File: config.mk
export PLATFORM = sky130hd
export DESIGN_NAME = antialiased_circle_rasterizer
export DESIGN_NICKNAME = d
export VERILOG_FILES = /design/src/design/acr_pkg.sv /design/src/design/antialiased_circle_rasterizer.sv /design/src/design/acr_apb_regs.sv /design/src/design/acr_ucode_rom.sv /design/src/design/acr_sequencer.sv /design/src/design/acr_datapath.sv
export SDC_FILE = /design/constraint.sdc
export NUM_CORES = 1
export LEC_CHECK = 0
export ABC_AREA = 1
export BUFFER_PORTS_ARGS = -buffer_cell sky130_fd_sc_hd__clkbuf_2
export CAP_MARGIN = 10
export CELL_PAD_IN_SITES_DETAIL_PLACEMENT = 1
export CELL_PAD_IN_SITES_GLOBAL_PLACEMENT = 2
export CORE_UTILIZATION = 34
export DETAILED_ROUTE_END_ITERATION = 8
export GPL_ROUTABILITY_DRIVEN = 0
export GPL_TIMING_DRIVEN = 0
export PLACE_DENSITY = 0.89
export SETUP_SLACK_MARGIN = 0.4
export SLEW_MARGIN = 25
export SYNTH_ARGS = -nofsm -noshare
export SYNTH_HDL_FRONTEND = slang
export SYNTH_SLANG_ARGS = --single-unit
File: constraint.sdc
create_clock -name clk_i -period 5.3 [get_ports clk_i]
set_input_delay 0.53 -clock clk_i [delete_from_list [all_inputs] [get_ports clk_i]]
set_output_delay 0.53 -clock clk_i [all_outputs]
set_load 0.03 [all_outputs]
File: src/design/acr_pkg.sv
// ----------------------------------------------------------------------------
// acr_pkg
// Shared constants, microcode word layout and handshake structs for the
// anti-aliased circle rasteriser.
// ----------------------------------------------------------------------------
package acr_pkg;

  // sub-pixel and coordinate geometry
  localparam int AA_FRAC_BITS = 3;
  localparam int COORD_BITS   = 12;
  localparam int RAD_W        = 26;                             // 10.16 radius
  localparam int RAD_FRAC     = 16;
  localparam int CTR_W        = COORD_BITS + 1;                 // latched centre
  localparam int PIX_W        = COORD_BITS + 1;                 // plotted pixel
  localparam int SUB_W        = RAD_W - RAD_FRAC + AA_FRAC_BITS + 1;
  localparam int ERR_W        = 24;
  localparam int INT_W        = 3;

  localparam int AA_ONE   = 1 << AA_FRAC_BITS;
  localparam int AA_MASK  = AA_ONE - 1;
  localparam int ERR_BIAS = AA_ONE + (1 << (AA_FRAC_BITS + 2)) - 2;

  // configuration port
  localparam int APB_AW  = 3;
  localparam int APB_DW  = 32;
  localparam int CFG_W   = COORD_BITS;
  localparam logic REG_X_OFFSET = 1'b0;
  localparam logic REG_Y_OFFSET = 1'b1;

  // request kinds
  localparam logic REQ_LOAD = 1'b0;
  localparam logic REQ_STEP = 1'b1;

  // microprogram
  localparam int PC_W = 5;
  localparam logic [PC_W-1:0] PC_WAIT   = PC_W'(0);
  localparam logic [PC_W-1:0] PC_ERRADD = PC_W'(1);
  localparam logic [PC_W-1:0] PC_REDUCE = PC_W'(2);
  localparam logic [PC_W-1:0] PC_FLAG   = PC_W'(3);
  localparam logic [PC_W-1:0] PC_PLOT0  = PC_W'(4);
  localparam logic [PC_W-1:0] PC_COMMIT = PC_W'(20);

  typedef enum logic [2:0] {
    OP_WAIT,
    OP_ERRADD,
    OP_REDUCE,
    OP_FLAG,
    OP_PLOT,
    OP_COMMIT
  } op_e;

  // offset added to a centre coordinate
  typedef enum logic [1:0] {
    SEL_POS_X,
    SEL_NEG_X,
    SEL_POS_Y,
    SEL_NEG_Y
  } sel_e;

  typedef enum logic [1:0] {
    ADJ_NONE,
    ADJ_INC,
    ADJ_DEC
  } adj_e;

  typedef struct packed {
    op_e             op;
    sel_e            xsel;
    adj_e            xadj;
    sel_e            ysel;
    adj_e            yadj;
    logic            use_fr;
    logic            last;
    logic [PC_W-1:0] target;
  } uword_t;

  // sequencer to datapath
  typedef struct packed {
    uword_t w;
    logic   fire;
  } cmd_t;

  // datapath to sequencer
  typedef struct packed {
    logic active;
    logic reduce_more;
    logic out_free;
  } stat_t;

endpackage

File: src/design/antialiased_circle_rasterizer.sv
// ----------------------------------------------------------------------------
// antialiased_circle_rasterizer
// Anti-aliased midpoint circle rasteriser, microcoded control over a small
// datapath.
//
//   channel  direction  handshake                 payload
//   in       sink       in_valid_i / in_stall_o    req_type, center_x/y, radius
//   out      source     out_valid_o / out_stall_i  pixel_x/y, intensity, last,
//                                                  finished
//   cfg      APB        psel/penable/pready        x_offset, y_offset
//
// A load request is accepted in the wait step and does not leave it. A step
// request on a live circle runs the error update, the x reductions of the
// inner loop, the finish flag, the plots and the commit before the next
// acceptance; the shared error adder (one subtract per cycle) and the single
// output register (one plot per cycle unless stalled) carry that work.
// Reset clears the step counter, the circle state and the output valid.
// A stalled output holds the program on its current plot.
// ----------------------------------------------------------------------------
module antialiased_circle_rasterizer (
  input  logic                                  clk_i,
  input  logic                                  rst_ni,
  input  logic                                  psel,
  input  logic                                  penable,
  input  logic                                  pwrite,
  input  logic [acr_pkg::APB_AW-1:0]            paddr,
  input  logic [acr_pkg::APB_DW-1:0]            pwdata,
  output logic [acr_pkg::APB_DW-1:0]            prdata,
  output logic                                  pready,
  input  logic                                  in_valid_i,
  output logic                                  in_stall_o,
  input  logic                                  req_type_i,
  input  logic signed [acr_pkg::COORD_BITS-1:0] center_x_i,
  input  logic signed [acr_pkg::COORD_BITS-1:0] center_y_i,
  input  logic [acr_pkg::RAD_W-1:0]             radius_fixed_i,
  output logic                                  out_valid_o,
  input  logic                                  out_stall_i,
  output logic signed [acr_pkg::PIX_W-1:0]      pixel_x_o,
  output logic signed [acr_pkg::PIX_W-1:0]      pixel_y_o,
  output logic [acr_pkg::INT_W-1:0]             intensity_o,
  output logic                                  last_o,
  output logic                                  finished_o
);
  import acr_pkg::*;

  logic signed [CFG_W-1:0] x_off, y_off;
  logic [PC_W-1:0]         pc;
  uword_t                  word;
  cmd_t                    cmd;
  stat_t                   stat;
  logic                    in_acc;

  acr_apb_regs u_regs (
    .clk_i      (clk_i),
    .rst_ni     (rst_ni),
    .psel       (psel),
    .penable    (penable),
    .pwrite     (pwrite),
    .paddr      (paddr),
    .pwdata     (pwdata),
    .prdata     (prdata),
    .pready     (pready),
    .x_offset_o (x_off),
    .y_offset_o (y_off)
  );

  acr_ucode_rom u_rom (
    .pc_i   (pc),
    .word_o (word)
  );

  acr_sequencer u_seq (
    .clk_i      (clk_i),
    .rst_ni     (rst_ni),
    .in_valid_i (in_valid_i),
    .req_type_i (req_type_i),
    .word_i     (word),
    .stat_i     (stat),
    .pc_o       (pc),
    .cmd_o      (cmd),
    .in_stall_o (in_stall_o)
  );

  acr_datapath u_dp (
    .clk_i          (clk_i),
    .rst_ni         (rst_ni),
    .cmd_i          (cmd),
    .stat_o         (stat),
    .req_type_i     (req_type_i),
    .center_x_i     (center_x_i),
    .center_y_i     (center_y_i),
    .radius_fixed_i (radius_fixed_i),
    .x_offset_i     (x_off),
    .y_offset_i     (y_off),
    .out_valid_o    (out_valid_o),
    .out_stall_i    (out_stall_i),
    .pixel_x_o      (pixel_x_o),
    .pixel_y_o      (pixel_y_o),
    .intensity_o    (intensity_o),
    .last_o         (last_o),
    .finished_o     (finished_o)
  );

  assign in_acc = in_valid_i && !in_stall_o;

  // a load always leaves a live circle
  a_load_sets_active : assert property (@(posedge clk_i) disable iff (!rst_ni)
    in_acc && (req_type_i == REQ_LOAD) |=> stat.active)
    else $error("load request did not set active");

  // a step on a live circle starts the program
  a_step_goes_busy : assert property (@(posedge clk_i) disable iff (!rst_ni)
    in_acc && (req_type_i == REQ_STEP) && stat.active |=> in_stall_o)
    else $error("step request did not start the program");

  // every issued plot lands in the output register
  a_plot_lands : assert property (@(posedge clk_i) disable iff (!rst_ni)
    cmd.fire && (cmd.w.op == OP_PLOT) |=> out_valid_o)
    else $error("issued plot missing from output register");

endmodule

File: src/design/acr_apb_regs.sv
// ----------------------------------------------------------------------------
// acr_apb_regs
// Configuration registers (screen offsets) behind an APB-style port.
// ----------------------------------------------------------------------------
module acr_apb_regs (
  input  logic                             clk_i,
  input  logic                             rst_ni,
  input  logic                             psel,
  input  logic                             penable,
  input  logic                             pwrite,
  input  logic [acr_pkg::APB_AW-1:0]       paddr,
  input  logic [acr_pkg::APB_DW-1:0]       pwdata,
  output logic [acr_pkg::APB_DW-1:0]       prdata,
  output logic                             pready,
  output logic signed [acr_pkg::CFG_W-1:0] x_offset_o,
  output logic signed [acr_pkg::CFG_W-1:0] y_offset_o
);
  import acr_pkg::*;

  logic signed [CFG_W-1:0] x_off_q, y_off_q;
  logic                    wr_en;
  logic                    reg_idx;

  assign pready  = 1'b1;
  assign wr_en   = psel && penable && pwrite;
  assign reg_idx = paddr[2];

  // register write
  always_ff @(posedge clk_i or negedge rst_ni) begin
    if (!rst_ni) begin
      x_off_q <= '0;
      y_off_q <= '0;
    end else if (wr_en) begin
      unique case (reg_idx)
        REG_X_OFFSET: x_off_q <= pwdata[CFG_W-1:0];
        REG_Y_OFFSET: y_off_q <= pwdata[CFG_W-1:0];
        default: ;
      endcase
    end
  end

  // read back
  always_comb begin
    prdata = '0;
    unique case (reg_idx)
      REG_X_OFFSET: prdata = APB_DW'(unsigned'(x_off_q));
      REG_Y_OFFSET: prdata = APB_DW'(unsigned'(y_off_q));
      default: prdata = '0;
    endcase
  end

  assign x_offset_o = x_off_q;
  assign y_offset_o = y_off_q;

endmodule

File: src/design/acr_ucode_rom.sv
// ----------------------------------------------------------------------------
// acr_ucode_rom
// Read-only control store: one control word per step of the program.
// ----------------------------------------------------------------------------
module acr_ucode_rom (
  input  logic [acr_pkg::PC_W-1:0] pc_i,
  output acr_pkg::uword_t          word_o
);
  import acr_pkg::*;

  function automatic uword_t ctl(op_e op, logic [PC_W-1:0] target);
    uword_t w;
    w        = '0;
    w.op     = op;
    w.xadj   = ADJ_NONE;
    w.yadj   = ADJ_NONE;
    w.target = target;
    return w;
  endfunction

  function automatic uword_t plot(sel_e xs, adj_e xa, sel_e ys, adj_e ya,
                                  logic fr, logic last);
    uword_t w;
    w        = '0;
    w.op     = OP_PLOT;
    w.xsel   = xs;
    w.xadj   = xa;
    w.ysel   = ys;
    w.yadj   = ya;
    w.use_fr = fr;
    w.last   = last;
    w.target = PC_WAIT;
    return w;
  endfunction

  // program: wait, error update, x reduction loop, finish flag,
  // sixteen plots (wide octants then tall octants), commit
  always_comb begin
    unique case (pc_i)
      5'd0:  word_o = ctl(OP_WAIT,   PC_ERRADD);
      5'd1:  word_o = ctl(OP_ERRADD, PC_WAIT);
      5'd2:  word_o = ctl(OP_REDUCE, PC_WAIT);
      5'd3:  word_o = ctl(OP_FLAG,   PC_WAIT);
      // wide pixels
      5'd4:  word_o = plot(SEL_POS_X, ADJ_NONE, SEL_POS_Y, ADJ_NONE, 1'b0, 1'b0);
      5'd5:  word_o = plot(SEL_POS_X, ADJ_INC,  SEL_POS_Y, ADJ_NONE, 1'b1, 1'b0);
      5'd6:  word_o = plot(SEL_POS_X, ADJ_NONE, SEL_NEG_Y, ADJ_NONE, 1'b0, 1'b0);
      5'd7:  word_o = plot(SEL_POS_X, ADJ_INC,  SEL_NEG_Y, ADJ_NONE, 1'b1, 1'b0);
      5'd8:  word_o = plot(SEL_NEG_X, ADJ_NONE, SEL_NEG_Y, ADJ_NONE, 1'b0, 1'b0);
      5'd9:  word_o = plot(SEL_NEG_X, ADJ_DEC,  SEL_NEG_Y, ADJ_NONE, 1'b1, 1'b0);
      5'd10: word_o = plot(SEL_NEG_X, ADJ_NONE, SEL_POS_Y, ADJ_NONE, 1'b0, 1'b0);
      5'd11: word_o = plot(SEL_NEG_X, ADJ_DEC,  SEL_POS_Y, ADJ_NONE, 1'b1, 1'b0);
      // tall pixels
      5'd12: word_o = plot(SEL_POS_Y, ADJ_NONE, SEL_POS_X, ADJ_NONE, 1'b0, 1'b0);
      5'd13: word_o = plot(SEL_POS_Y, ADJ_NONE, SEL_POS_X, ADJ_INC,  1'b1, 1'b0);
      5'd14: word_o = plot(SEL_POS_Y, ADJ_NONE, SEL_NEG_X, ADJ_NONE, 1'b0, 1'b0);
      5'd15: word_o = plot(SEL_POS_Y, ADJ_NONE, SEL_NEG_X, ADJ_DEC,  1'b1, 1'b0);
      5'd16: word_o = plot(SEL_NEG_Y, ADJ_NONE, SEL_NEG_X, ADJ_NONE, 1'b0, 1'b0);
      5'd17: word_o = plot(SEL_NEG_Y, ADJ_NONE, SEL_NEG_X, ADJ_DEC,  1'b1, 1'b0);
      5'd18: word_o = plot(SEL_NEG_Y, ADJ_NONE, SEL_POS_X, ADJ_NONE, 1'b0, 1'b0);
      5'd19: word_o = plot(SEL_NEG_Y, ADJ_NONE, SEL_POS_X, ADJ_INC,  1'b1, 1'b1);
      5'd20: word_o = ctl(OP_COMMIT, PC_WAIT);
      default: word_o = ctl(OP_WAIT, PC_ERRADD);
    endcase
  end

endmodule

File: src/design/acr_sequencer.sv
// ----------------------------------------------------------------------------
// acr_sequencer
// Step counter with conditional jumps; issues the current control word to
// the datapath and owns the input handshake.
// ----------------------------------------------------------------------------
module acr_sequencer (
  input  logic                     clk_i,
  input  logic                     rst_ni,
  input  logic                     in_valid_i,
  input  logic                     req_type_i,
  input  acr_pkg::uword_t          word_i,
  input  acr_pkg::stat_t           stat_i,
  output logic [acr_pkg::PC_W-1:0] pc_o,
  output acr_pkg::cmd_t            cmd_o,
  output logic                     in_stall_o
);
  import acr_pkg::*;

  logic [PC_W-1:0] pc_q, pc_d;
  logic            fire;

  // next step and strobe
  always_comb begin
    pc_d = pc_q;
    fire = 1'b0;
    unique case (word_i.op) inside
      OP_WAIT: begin
        fire = in_valid_i;
        if (in_valid_i && (req_type_i == REQ_STEP) && stat_i.active) begin
          pc_d = word_i.target;
        end
      end
      OP_ERRADD, OP_FLAG: begin
        fire = 1'b1;
        pc_d = pc_q + PC_W'(1);
      end
      OP_REDUCE: begin
        fire = 1'b1;
        if (!stat_i.reduce_more) begin
          pc_d = pc_q + PC_W'(1);
        end
      end
      OP_PLOT: begin
        // hold while the output register is still full
        fire = stat_i.out_free;
        if (stat_i.out_free) begin
          pc_d = pc_q + PC_W'(1);
        end
      end
      OP_COMMIT: begin
        fire = 1'b1;
        pc_d = word_i.target;
      end
      default: pc_d = PC_WAIT;
    endcase
  end

  always_ff @(posedge clk_i or negedge rst_ni) begin
    if (!rst_ni) begin
      pc_q <= PC_WAIT;
    end else begin
      pc_q <= pc_d;
    end
  end

  assign pc_o       = pc_q;
  assign cmd_o.w    = word_i;
  assign cmd_o.fire = fire;
  assign in_stall_o = (word_i.op != OP_WAIT);

endmodule

File: src/design/acr_datapath.sv
// ----------------------------------------------------------------------------
// acr_datapath
// Circle state, midpoint error arithmetic, plot address generation and the
// output register.
// ----------------------------------------------------------------------------
module acr_datapath (
  input  logic                                  clk_i,
  input  logic                                  rst_ni,
  input  acr_pkg::cmd_t                         cmd_i,
  output acr_pkg::stat_t                        stat_o,
  input  logic                                  req_type_i,
  input  logic signed [acr_pkg::COORD_BITS-1:0] center_x_i,
  input  logic signed [acr_pkg::COORD_BITS-1:0] center_y_i,
  input  logic [acr_pkg::RAD_W-1:0]             radius_fixed_i,
  input  logic signed [acr_pkg::CFG_W-1:0]      x_offset_i,
  input  logic signed [acr_pkg::CFG_W-1:0]      y_offset_i,
  output logic                                  out_valid_o,
  input  logic                                  out_stall_i,
  output logic signed [acr_pkg::PIX_W-1:0]      pixel_x_o,
  output logic signed [acr_pkg::PIX_W-1:0]      pixel_y_o,
  output logic [acr_pkg::INT_W-1:0]             intensity_o,
  output logic                                  last_o,
  output logic                                  finished_o
);
  import acr_pkg::*;

  logic signed [CTR_W-1:0] center_x_q, center_y_q;
  logic signed [SUB_W-1:0] sub_x_q, wx_q;
  logic [SUB_W-1:0]        sub_y_q;
  logic signed [ERR_W-1:0] err_q;
  logic                    active_q, fin_q;

  logic                    out_valid_q;
  logic signed [PIX_W-1:0] pix_x_q, pix_y_q;
  logic [INT_W-1:0]        int_q;
  logic                    last_q, fin_out_q;

  logic                    out_free, reduce_more, is_load;
  logic [SUB_W-1:0]        rad_sub;
  logic signed [ERR_W-1:0] y_term, x_term, err_bias;
  logic signed [SUB_W:0]   y_next, wx_ext;
  logic signed [PIX_W-1:0] xi, yi, off_x, off_y, pix_x, pix_y;
  logic [AA_FRAC_BITS-1:0] fr, co;

  function automatic logic signed [PIX_W-1:0] pick(sel_e s,
      logic signed [PIX_W-1:0] a, logic signed [PIX_W-1:0] b);
    logic signed [PIX_W-1:0] r;
    case (s)
      SEL_POS_X: r = a;
      SEL_NEG_X: r = -a;
      SEL_POS_Y: r = b;
      SEL_NEG_Y: r = -b;
      default:   r = a;
    endcase
    return r;
  endfunction

  function automatic logic signed [PIX_W-1:0] adj(adj_e a);
    logic signed [PIX_W-1:0] r;
    case (a)
      ADJ_INC: r = PIX_W'(1);
      ADJ_DEC: r = -PIX_W'(1);
      default: r = '0;
    endcase
    return r;
  endfunction

  // status towards the sequencer
  assign out_free    = !out_valid_q || !out_stall_i;
  assign reduce_more = !err_q[ERR_W-1] && !wx_q[SUB_W-1];
  assign stat_o      = '{active: active_q, reduce_more: reduce_more, out_free: out_free};

  assign is_load = cmd_i.fire && (cmd_i.w.op == OP_WAIT) && (req_type_i == REQ_LOAD);

  // error terms
  assign rad_sub  = SUB_W'(radius_fixed_i >> (RAD_FRAC - AA_FRAC_BITS));
  assign y_term   = signed'(ERR_W'({sub_y_q, (AA_FRAC_BITS + 1)'(0)}));
  assign x_term   = (ERR_W'(wx_q) <<< 1) + ERR_W'(2);
  assign err_bias = ERR_W'(ERR_BIAS);

  // finish test: next y against reduced x
  assign y_next = signed'({1'b0, sub_y_q} + (SUB_W + 1)'(AA_ONE));
  assign wx_ext = (SUB_W + 1)'(wx_q);

  // plot address and coverage
  assign xi    = PIX_W'(sub_x_q >>> AA_FRAC_BITS);
  assign yi    = signed'(PIX_W'(sub_y_q >> AA_FRAC_BITS));
  assign off_x = pick(cmd_i.w.xsel, xi, yi);
  assign off_y = pick(cmd_i.w.ysel, xi, yi);
  assign pix_x = PIX_W'(center_x_q) + off_x + adj(cmd_i.w.xadj);
  assign pix_y = PIX_W'(center_y_q) + off_y + adj(cmd_i.w.yadj);
  assign fr    = sub_x_q[AA_FRAC_BITS-1:0];
  assign co    = AA_FRAC_BITS'(AA_MASK) - fr;

  // circle state
  always_ff @(posedge clk_i or negedge rst_ni) begin
    if (!rst_ni) begin
      center_x_q <= '0;
      center_y_q <= '0;
      sub_x_q    <= '0;
      sub_y_q    <= '0;
      wx_q       <= '0;
      err_q      <= '0;
      active_q   <= 1'b0;
      fin_q      <= 1'b0;
    end else if (cmd_i.fire) begin
      case (cmd_i.w.op)
        OP_WAIT: begin
          if (is_load) begin
            center_x_q <= CTR_W'(center_x_i) + CTR_W'(x_offset_i);
            center_y_q <= CTR_W'(center_y_i) + CTR_W'(y_offset_i);
            sub_x_q    <= signed'(rad_sub);
            sub_y_q    <= '0;
            err_q      <= -signed'(ERR_W'(rad_sub));
            active_q   <= 1'b1;
          end
        end
        OP_ERRADD: begin
          err_q <= err_q + y_term + err_bias;
          wx_q  <= sub_x_q;
        end
        OP_REDUCE: begin
          if (reduce_more) begin
            err_q <= err_q - x_term;
            wx_q  <= wx_q - SUB_W'(1);
          end
        end
        OP_FLAG: fin_q <= (y_next > wx_ext);
        OP_COMMIT: begin
          sub_x_q  <= wx_q;
          sub_y_q  <= sub_y_q + SUB_W'(AA_ONE);
          active_q <= !fin_q;
        end
        default: ;
      endcase
    end
  end

  // output register valid
  always_ff @(posedge clk_i or negedge rst_ni) begin
    if (!rst_ni) begin
      out_valid_q <= 1'b0;
    end else if (cmd_i.fire && (cmd_i.w.op == OP_PLOT)) begin
      out_valid_q <= 1'b1;
    end else if (!out_stall_i) begin
      out_valid_q <= 1'b0;
    end
  end

  // output payload
  always_ff @(posedge clk_i) begin
    if (cmd_i.fire && (cmd_i.w.op == OP_PLOT)) begin
      pix_x_q   <= pix_x;
      pix_y_q   <= pix_y;
      int_q     <= INT_W'(cmd_i.w.use_fr ? fr : co);
      last_q    <= cmd_i.w.last;
      fin_out_q <= fin_q;
    end
  end

  assign out_valid_o = out_valid_q;
  assign pixel_x_o   = pix_x_q;
  assign pixel_y_o   = pix_y_q;
  assign intensity_o = int_q;
  assign last_o      = last_q;
  assign finished_o  = fin_out_q;

endmodule

==> impl_metrics.env, run 1 <==
export IMPL_crit_start="u_seq.pc_o[2]$_DFFE_PN0P_"
export IMPL_postRouteAntennaNets=0
export IMPL_outcome="finished clean"
export IMPL_holdBufCountCts=0
export IMPL_yosysWarnings=0
export IMPL_max_freq_mhz=217.7
export IMPL_synth_top_area_share_pct=20.43
export IMPL_placementRows=75
export IMPL_core_area_mm2=0.04232
export IMPL_hold_viol_final=0
export IMPL_tightestPinTransition_ns=0.7114
export IMPL_grt_pass1_wl_um=83950
export IMPL_die_height_um=209.9
export IMPL_synth_area_per_cell_um2=6.797
export IMPL_fin_crit_ns=4.594
export IMPL_hold_class="in -> async"
export IMPL_path_buf_inv=4
export IMPL_yosys_area_share_simple_pct=30.16
export IMPL_layout_nets=2557
export IMPL_cts_sinks=151
export IMPL_clk_pin_slew_ns=0.07
export IMPL_cts_tree="done"
export IMPL_synth_top_family_by_area="simple AND/OR/NAND/NOR gates"
export IMPL_fin_crit_sh_pct=86.68
export IMPL_powerDensity_mw_per_mm2=642.9
export IMPL_clock_root_buffer="clkbuf_16"
export IMPL_cts_made_buffers=17
export IMPL_firstDrtPassIters=5
export IMPL_dieArea_mm2=0.04406
export IMPL_portBuffers=102
export IMPL_syn_instance_count=2162
export IMPL_final_common_cell="nand2_1"
export IMPL_path_common_cell="nand2_1"
export IMPL_antennaDiodeCount=0
export IMPL_cp_required_ns=5.53
export IMPL_initial_utilization_pct=34.72
export IMPL_dp_final_hpwl_um=43420
export IMPL_synthDistinctLibCells=55
export IMPL_drt_wl_total_um=52260
export IMPL_die_w_um=209.9
export IMPL_setup_viol=0
export IMPL_synth_seq_cells=151
export IMPL_vias=14790
export IMPL_finalMaxSlewViolations=0
export IMPL_syn_cell_area_mm2=0.01470
export IMPL_avgRoutedWirePerCell_um=18.04
export IMPL_cp_slowest_cell="fa_1"
export IMPL_maxSlewHeadroom_pct=52.14
export IMPL_synthMuxAreaShare_pct=0
export IMPL_crit_chain="buf_2 -> inv_1 -> ha_1 -> nand2_1 -> nand3_2 -> nor2_4 -> inv_1 -> o221ai_1 -> o21ai_0 -> fa_1 -> inv_1 -> ha_1 -> fa_1 -> a21oi_1 -> nor2_1 -> o21ai_0 -> nand2_1 -> nand2_1 -> nand2_1"
export IMPL_cts_max_path_buffers=2
export IMPL_rsz0062_at_grt="no"
export IMPL_viasPerCell=5.105
export IMPL_setup_tns_ns=0
export IMPL_r2r_start="u_seq.pc_o[2]$_DFFE_PN0P_"
export IMPL_ir_drop_v=0.0003028
export IMPL_grt_max_degree=63
export IMPL_async_flop_share_pct=79.47
export IMPL_fin_skew_ns=0.01199
export IMPL_crit_type="reg -> reg"
export IMPL_synth_ff_type="dfrtp_1"
export IMPL_cpLargestDelayFamily="adder cells"
export IMPL_ys_seq_area_share_pct=26.77
export IMPL_grt_usage_pct=24.66
export IMPL_cp_arrival_ns=4.83
export IMPL_p_leak_uw=0.008763
export IMPL_design_area_mm2=0.01673
export IMPL_area_growth_pct=13.88
export IMPL_mostFrequentLayoutCells="nand2_1, inv_1, o21ai_0"
export IMPL_synth_compound_area_share_pct=12.71
export IMPL_htreeDepth=4
export IMPL_overflow=0
export IMPL_insertion_delay_ns=0.49
export IMPL_io_pins=159
export IMPL_synth_area_top_cells="dfrtp_1, nand2_1, ha_1"
export IMPL_grt_pass1_vias=15180
export IMPL_slowest_delay_ns=0.55
export IMPL_maxCapViolCount=0
export IMPL_layout_drive_gt1_share_pct=9.914
export IMPL_antenna_found_initial=0
export IMPL_worstSetupEndpointType="flip-flop"
export IMPL_drt_iter0_markers=689
export IMPL_synth_edff_count=31
export IMPL_holdWs_ns=0.02888
export IMPL_synthXorXnorAreaFrac_pct=4.351
export IMPL_regToRegSetupSlack_ns=0.71
export IMPL_yosys_area_top_type="dfrtp_1"
export IMPL_drc_errors=0
export IMPL_crit_path_start_kind="flip-flop"
export IMPL_worst_path_max_fanout=8
export IMPL_synthAdderAreaFrac_pct=14.90
export IMPL_placedInstanceArea_mm2=0.01607
-- routing by layer --
layer / track usage, % / wire length, um / vias to the layer above
li1: - / - / 7254
met1: 31.52 / 23540 / 7181
met2: 42.47 / 25500 / 292
met3: 4.354 / 2168 / 62
met4: 6.922 / 1050 / 0
met5: 0 / 0 / -
-- through the flow --
step	worst slack [ns]	total power, uW	utilization (%)	cells
after floorplan	1.508	7134	-	2181
after global placement	0.5022	9142	37.80	2860
after detailed placement	0.4447	9408	37.98	2862
after CTS	0.4069	10790	39.41	2894
after global routing	0.4000	11800	39.54	2897
final	0.7059	10760	39.54	2897
-- worst register-to-register path, stage by stage (launching register included) --
cell      delay, ns
dfrtp_1        0.42
buf_2          0.19
inv_1          0.23
ha_1           0.30
nand2_1        0.09
nand3_2        0.24
nor2_4         0.29
inv_1          0.15
o221ai_1       0.16
o21ai_0        0.24
fa_1           0.55
inv_1          0.04
ha_1           0.24
fa_1           0.47
a21oi_1        0.24
nor2_1         0.07
o21ai_0        0.22
nand2_1        0.08
nand2_1        0.07
nand2_1        0.05
-- synthesized netlist by cell type (8+ instances only) --
cell       count
a21oi_1       91
buf_2          9
buf_4         28
clkbuf_1      18
dfrtp_1      120
edfxtp_1      31
fa_1          30
ha_1         127
inv_1        322
inv_2          8
nand2_1      636
nand3_1      157
nand3b_1      11
nand4_1       22
nor2_1       153
nor3_1        28
o2111ai_1     12
o21ai_0      162
o21ai_1       17
o22ai_1       12
or2_2         10
xnor2_1       13
xor2_1        60
-- final cells by class --
cell class	instances	area [um^2]
clock inverters	10	142.6
inverters	333	1256
multi-input cells	1637	9245
repair buffers	107	596.8
fillers	5536	25590
plain buffers	60	374.1
clock buffers	22	464.2
flip-flops and latches	151	3934
well taps	577	721.9
-- worst paths after layout --
check                                                    endpoint  depth (start not counted)
worst min register to register    u_dp.center_y_q[11]$_DFFE_PN0P_                          2
worst max-delay path                  u_dp.pixel_y_o[9]$_DFFE_PP_                         19
worst max register to register        u_dp.pixel_y_o[9]$_DFFE_PP_                         19
worst min-delay path                  u_dp.sub_x_q[2]$_DFFE_PN0P_                          1
max in group asynchronous       u_regs.y_offset_o[11]$_DFFE_PN0P_                          2
min in group clk_i               u_regs.y_offset_o[0]$_DFFE_PN0P_                          3
-- registers in the layout (all words and copies together) (netlist names) --
register,cells
u_dp.pixel_x_o,13
u_dp.active_q,1
u_regs.x_offset_o,12
u_dp.sub_y_q,11
u_regs.y_offset_o,12
u_dp.wx_q,14
u_dp.finished_o,1
u_dp.intensity_o,3
u_dp.out_valid_o,1
u_dp.err_q,23
u_dp.center_x_q,13
u_dp.sub_x_q,14
u_dp.last_o,1
u_dp.fin_q,1
u_dp.pixel_y_o,13
u_seq.pc_o,5
u_dp.center_y_q,13
-- power by group --
group,switching [uW],total (uW),internal [uW]
clock network,544,1310,767
registers,401,2150,1750
logic,4950,7300,2350
total,5890,10800,4870
-- what timing repair did --
item / in CTS / in global routing
setup endpoints to repair: 0 / 7
setup buffers: 0 / 3
resized for setup: 0 / 10
-- logic make-up after synthesis --
| family | after synthesis |
|---|---|
| buf+inv | 393 |
| compound gates | 337 |
| simple gates | 1049 |
| other cells | 2 |
| flops | 151 |
| fa+ha+maj | 157 |
| xor+xnor | 73 |
Power figures use the tool's default switching activity.
==> run 2, diff against run 1 <==
--- a/config.mk
+++ b/config.mk
@@ -10,6 +10,7 @@
 export CAP_MARGIN = 10
 export CELL_PAD_IN_SITES_DETAIL_PLACEMENT = 1
 export CELL_PAD_IN_SITES_GLOBAL_PLACEMENT = 2
+export CORE_MARGIN = 1.5
 export CORE_UTILIZATION = 34
 export DETAILED_ROUTE_END_ITERATION = 8
 export GPL_ROUTABILITY_DRIVEN = 0
@@ -19,4 +20,5 @@
 export SLEW_MARGIN = 25
 export SYNTH_ARGS = -nofsm -noshare
 export SYNTH_HDL_FRONTEND = slang
+export SYNTH_HIERARCHICAL = 1
 export SYNTH_SLANG_ARGS = --single-unit
==> impl_metrics.env, run 2 <==
export IMPL_outcome="finished clean"
export IMPL_layout_nets=2680
export IMPL_rsz0062_at_grt="no"
export IMPL_die_height_um=215.1
export IMPL_dp_final_hpwl_um=44500
export IMPL_hold_viol_final=0
export IMPL_setup_viol=0
export IMPL_crit_type="reg -> reg"
export IMPL_portBuffers=101
export IMPL_layout_setup_ws_ns=0.7658
export IMPL_initial_utilization_pct=34.52
export IMPL_clk_pin_slew_ns=0.07
export IMPL_layout_drive_gt1_share_pct=10.31
export IMPL_largest_reg_flops=23
export IMPL_placedInstanceArea_mm2=0.01669
export IMPL_io_pins=159
export IMPL_grt_usage_pct=23.36
export IMPL_cts_tree="done"
export IMPL_fin_crit_sh_pct=85.55
export IMPL_synth_area_per_cell_um2=6.745
export IMPL_cp_required_ns=5.51
export IMPL_fin_cells=3018
export IMPL_cp_slowest_cell="fa_1"
export IMPL_route_top_layer_used="met4"
export IMPL_path_common_cell="inv_1"
export IMPL_core_area_mm2=0.04432
export IMPL_holdBufCountCts=0
export IMPL_vias=15340
export IMPL_dieArea_mm2=0.04628
export IMPL_post_place_ws_ns=0.2915
export IMPL_crit_chain="inv_1 -> ha_1 -> nand3b_1 -> nand3_1 -> buf_4 -> inv_1 -> nor2_4 -> inv_1 -> o211ai_1 -> o21ai_0 -> fa_1 -> inv_1 -> ha_1 -> a21oi_1 -> o21ai_0 -> a21oi_1 -> nor2_1 -> o21ai_0 -> nand2_1 -> xor2_1"
export IMPL_largestRegisters="u_dp/err_q x23, u_dp/sub_x_q x14, u_dp/wx_q x14"
export IMPL_wl_met3_um=1359
export IMPL_path_buf_inv=5
export IMPL_die_w_um=215.1
export IMPL_cp_arrival_ns=4.74
export IMPL_grt_max_degree=74
export IMPL_top_register="u_dp/err_q"
export IMPL_crit_path_start_kind="flip-flop"
export IMPL_worstSetupEndpointType="flip-flop"
export IMPL_cts_max_path_buffers=2
export IMPL_insertion_delay_ns=0.46
export IMPL_met2WireLength_um=25960
export IMPL_final_common_cell="nand2_1"
export IMPL_antenna_found_initial=0
export IMPL_dp_cells=2986
export IMPL_cts_setup_buffers=0
export IMPL_route_layer_met1_wl_um=24760
export IMPL_firstDrtPassIters=5
export IMPL_cts_made_buffers=17
export IMPL_htreeDepth=4
export IMPL_syn_instance_count=2268
export IMPL_fin_crit_ns=4.534
export IMPL_cts_sinks=151
export IMPL_slowest_delay_ns=0.52
export IMPL_placementRows=77
export IMPL_avgRoutedWirePerCell_um=17.71
export IMPL_grt_pass1_vias=16020
export IMPL_design_area_mm2=0.01729
export IMPL_maxCapViolCount=0
export IMPL_yosysWarnings=6
export IMPL_drt_wl_total_um=53460
export IMPL_viasPerCell=5.082
export IMPL_area_growth_pct=13.03
export IMPL_max_freq_mhz=220.5
export IMPL_tightestPinTransition_ns=0.8429
export IMPL_overflow=0
export IMPL_drt_iter0_markers=756
export IMPL_maxSlewHeadroom_pct=43.21
export IMPL_syn_cell_area_mm2=0.01530
export IMPL_fin_skew_ns=0.008579
export IMPL_cpLargestDelayFamily="adder cells"
export IMPL_drc_errors=0
export IMPL_worst_path_max_fanout=13
export IMPL_grt_pass1_wl_um=85740
export IMPL_finalMaxSlewViolations=0
export IMPL_mostFrequentLayoutCells="nand2_1, inv_1, nand3_1"
export IMPL_antennaDiodeCount=0
export IMPL_clock_root_buffer="clkbuf_16"
export IMPL_hold_class="in -> async"
export IMPL_postRouteAntennaNets=0
-- run 2: what timing repair did --
item,CTS,global route
setup endpoints to repair,2,8
resized for setup,1,9
gates cloned,0,0
-- run 2: routing by layer --
metal  vias up  global-route usage (%)
li1       7532                       -
met1      7485                   30.48
met2       250                   40.30
met3        70                   2.378
met4         0                   7.622
met5         -                       0
-- run 2: through the flow --
step / utilization [%] / hold WS (ns) / setup TNS, ns
2_1_floorplan: - / 0.2344 / 0
3_3_place_gp: 37.53 / 0.4542 / -3.289
3_5_place_dp: 37.67 / 0.4815 / 0
4_1_cts: 38.97 / 0.03050 / 0
5_1_grt: 39.02 / 0.04521 / 0
6_report: 39.02 / 0.02380 / 0
-- run 2: cell type report --
cell class	count	area, um^2
Fill cell	5832	27030
Multi-Input combinational cell	1653	9440
Sequential cell	151	3938
Inverter	407	1529
Tap cell	592	740.7
Timing Repair Buffer	104	556.8
Buffer	79	514.2
Clock buffer	18	450.4
Clock inverter	14	122.6
-- run 2: path summary, 6_finish.rpt --
kind,from,end,depth (start not counted),slack [ns]
setup / recovery,u_seq/pc_o[2]$_DFFE_PN0P_,u_dp/pixel_y_o[9]$_DFFE_PP_,20,0.77
hold / removal,rst_ni,u_dp/center_x_q[12]$_DFFE_PN0P_,1,0.02
setup reg to reg,u_seq/pc_o[2]$_DFFE_PN0P_,u_dp/pixel_y_o[9]$_DFFE_PP_,20,0.77
hold reg to reg,u_dp/fin_q$_DFFE_PN0P_,u_dp/active_q$_DFFE_PN0P_,1,0.50
max in group asynchronous,rst_ni,u_seq/pc_o[3]$_DFFE_PN0P_,2,4.50
min in group clk_i,out_stall_i,u_dp/out_valid_o$_DFFE_PN0P_,3,0.30
Power of run 2 is left out: the tool's default activity adds up to more than one toggle a clock period on the data nets, which glitch-free logic cannot reach.
==> run 3, diff against run 2 <==
--- a/config.mk
+++ b/config.mk
@@ -15,6 +15,7 @@
 export DETAILED_ROUTE_END_ITERATION = 8
 export GPL_ROUTABILITY_DRIVEN = 0
 export GPL_TIMING_DRIVEN = 0
+export MAX_ROUTING_LAYER = met4
 export PLACE_DENSITY = 0.89
 export SETUP_SLACK_MARGIN = 0.4
 export SLEW_MARGIN = 25
==> impl_metrics.env, run 3 (same netlist as run 2, synthesis figures left out) <==
export IMPL_outcome="finished clean"
export IMPL_antennaDiodeCount=0
export IMPL_path_buf_inv=5
export IMPL_grt_pass1_vias=15990
export IMPL_placementRows=77
export IMPL_cts_made_buffers=17
export IMPL_portBuffers=101
export IMPL_fin_crit_ns=4.573
export IMPL_holdBufCountCts=0
export IMPL_max_freq_mhz=218.7
export IMPL_die_height_um=215.1
export IMPL_vias=15360
export IMPL_crit_type="reg -> reg"
export IMPL_clock_root_buffer="clkbuf_16"
export IMPL_largest_reg_flops=23
export IMPL_viasPerCell=5.091
export IMPL_cts_max_path_buffers=2
export IMPL_firstDrtPassIters=5
export IMPL_area_growth_pct=13.03
export IMPL_grt_pass1_wl_um=85710
export IMPL_maxCapViolCount=0
export IMPL_path_common_cell="inv_1"
export IMPL_crit_path_start_kind="flip-flop"
export IMPL_cts_resized=1
export IMPL_postRouteAntennaNets=0
export IMPL_initial_utilization_pct=34.52
export IMPL_setup_tns_ns=0
export IMPL_finalMaxSlewViolations=0
export IMPL_cts_sinks=151
export IMPL_regArea_mm2=0.003938
export IMPL_setup_viol=0
export IMPL_clk_pin_slew_ns=0.07
export IMPL_cpLargestDelayFamily="adder cells"
export IMPL_cp_slowest_cell="fa_1"
export IMPL_grt_usage_pct=24.09
export IMPL_worstSetupEndpointType="flip-flop"
export IMPL_hold_viol_final=0
export IMPL_dieArea_mm2=0.04628
export IMPL_die_w_um=215.1
export IMPL_antenna_found_initial=0
export IMPL_worst_path_max_fanout=13
export IMPL_top_register="u_dp/err_q"
export IMPL_rsz0062_at_grt="yes"
export IMPL_hold_class="in -> async"
export IMPL_crit_chain="inv_1 -> ha_1 -> nand3b_1 -> nand3_1 -> buf_4 -> inv_1 -> nor2_4 -> inv_1 -> o211ai_1 -> o21ai_0 -> fa_1 -> inv_1 -> ha_1 -> a21oi_1 -> o21ai_0 -> a21oi_1 -> nor2_1 -> o21ai_0 -> nand2_1 -> xor2_1"
export IMPL_tightestPinTransition_ns=0.8389
export IMPL_io_pins=159
export IMPL_dp_final_hpwl_um=44500
export IMPL_cp_arrival_ns=4.78
export IMPL_drt_iter0_markers=813
export IMPL_cts_tree="done"
export IMPL_htreeDepth=4
export IMPL_overflow=0
export IMPL_fin_crit_sh_pct=86.28
export IMPL_fillers=5832
export IMPL_mostFrequentLayoutCells="nand2_1, inv_1, nand3_1"
export IMPL_core_area_mm2=0.04432
export IMPL_drc_errors=0
export IMPL_cp_required_ns=5.51
export IMPL_holdWs_ns=0.01360
export IMPL_grt_max_degree=74
export IMPL_layout_drive_gt1_share_pct=10.31
export IMPL_insertion_delay_ns=0.46
export IMPL_maxSlewHeadroom_pct=43.48
export IMPL_fin_skew_ns=0.008837
export IMPL_avgRoutedWirePerCell_um=17.72
export IMPL_largestRegisters="u_dp/err_q x23, u_dp/sub_x_q x14, u_dp/wx_q x14"
export IMPL_cts_setup_buffers=0
export IMPL_multiInputGateArea_mm2=0.009440
export IMPL_drt_wl_total_um=53490
export IMPL_final_common_cell="nand2_1"
export IMPL_layout_nets=2680
export IMPL_slowest_delay_ns=0.52
## run 3: worst reg2reg max path, stage by stage, from the launching register on
cell and delay [ns]:
dfrtp_2 0.51, inv_1 0.18, ha_1 0.32, nand3b_1 0.16, nand3_1 0.11, buf_4 0.17
inv_1 0.16, nor2_4 0.28, inv_1 0.17, o211ai_1 0.20, o21ai_0 0.19, fa_1 0.52
inv_1 0.04, ha_1 0.36, a21oi_1 0.16, o21ai_0 0.14, a21oi_1 0.22, nor2_1 0.07
o21ai_0 0.15, nand2_1 0.09, xor2_1 0.15
## run 3: path summary, 6_finish.rpt
check	start	endpoint	slack [ns]	depth (start not counted)
min in group clk_i	out_stall_i	u_dp/out_valid_o$_DFFE_PN0P_	0.29	3
hold reg to reg	u_dp/fin_q$_DFFE_PN0P_	u_dp/active_q$_DFFE_PN0P_	0.49	1
hold / removal	rst_ni	u_dp/center_x_q[12]$_DFFE_PN0P_	0.01	1
setup / recovery	u_seq/pc_o[2]$_DFFE_PN0P_	u_dp/pixel_y_o[9]$_DFFE_PP_	0.73	20
max in group asynchronous	rst_ni	u_seq/pc_o[2]$_DFFE_PN0P_	4.51	2
setup reg to reg	u_seq/pc_o[2]$_DFFE_PN0P_	u_dp/pixel_y_o[9]$_DFFE_PP_	0.73	20
## run 3: layer usage
metal  wire, um  vias to the layer above  GRT usage [%]
met5          0                        -              -
li1           -                     7541              -
met3       1462                       89          2.519
met1      24720                     7458          30.48
met2      25800                      276          40.26
met4       1509                        0          7.692
## run 3: final cells by class
cell class / instances / area share, %
inverter: 407 / 8.842
buffer: 79 / 2.974
timing repair buffer: 104 / 3.220
sequential: 151 / 22.77
clock buffer: 18 / 2.605
clock inverter: 14 / 0.7091
tap: 592 / 4.284
multi-input combinational: 1653 / 54.59
## run 3: stage by stage
stage                     std cells  utilization [%]  area (um^2)  setup WS (ns)
after floorplan                2290                -        15390          1.019
after global placement         2983            37.53        16630        -0.1110
after detailed placement       2986            37.67        16690         0.2915
after CTS                      3018            38.97        17270         0.4481
after global routing           3018            39.02        17290         0.3980
final                          3018            39.02        17290         0.7270
Power of run 3 is left out for the same reason.
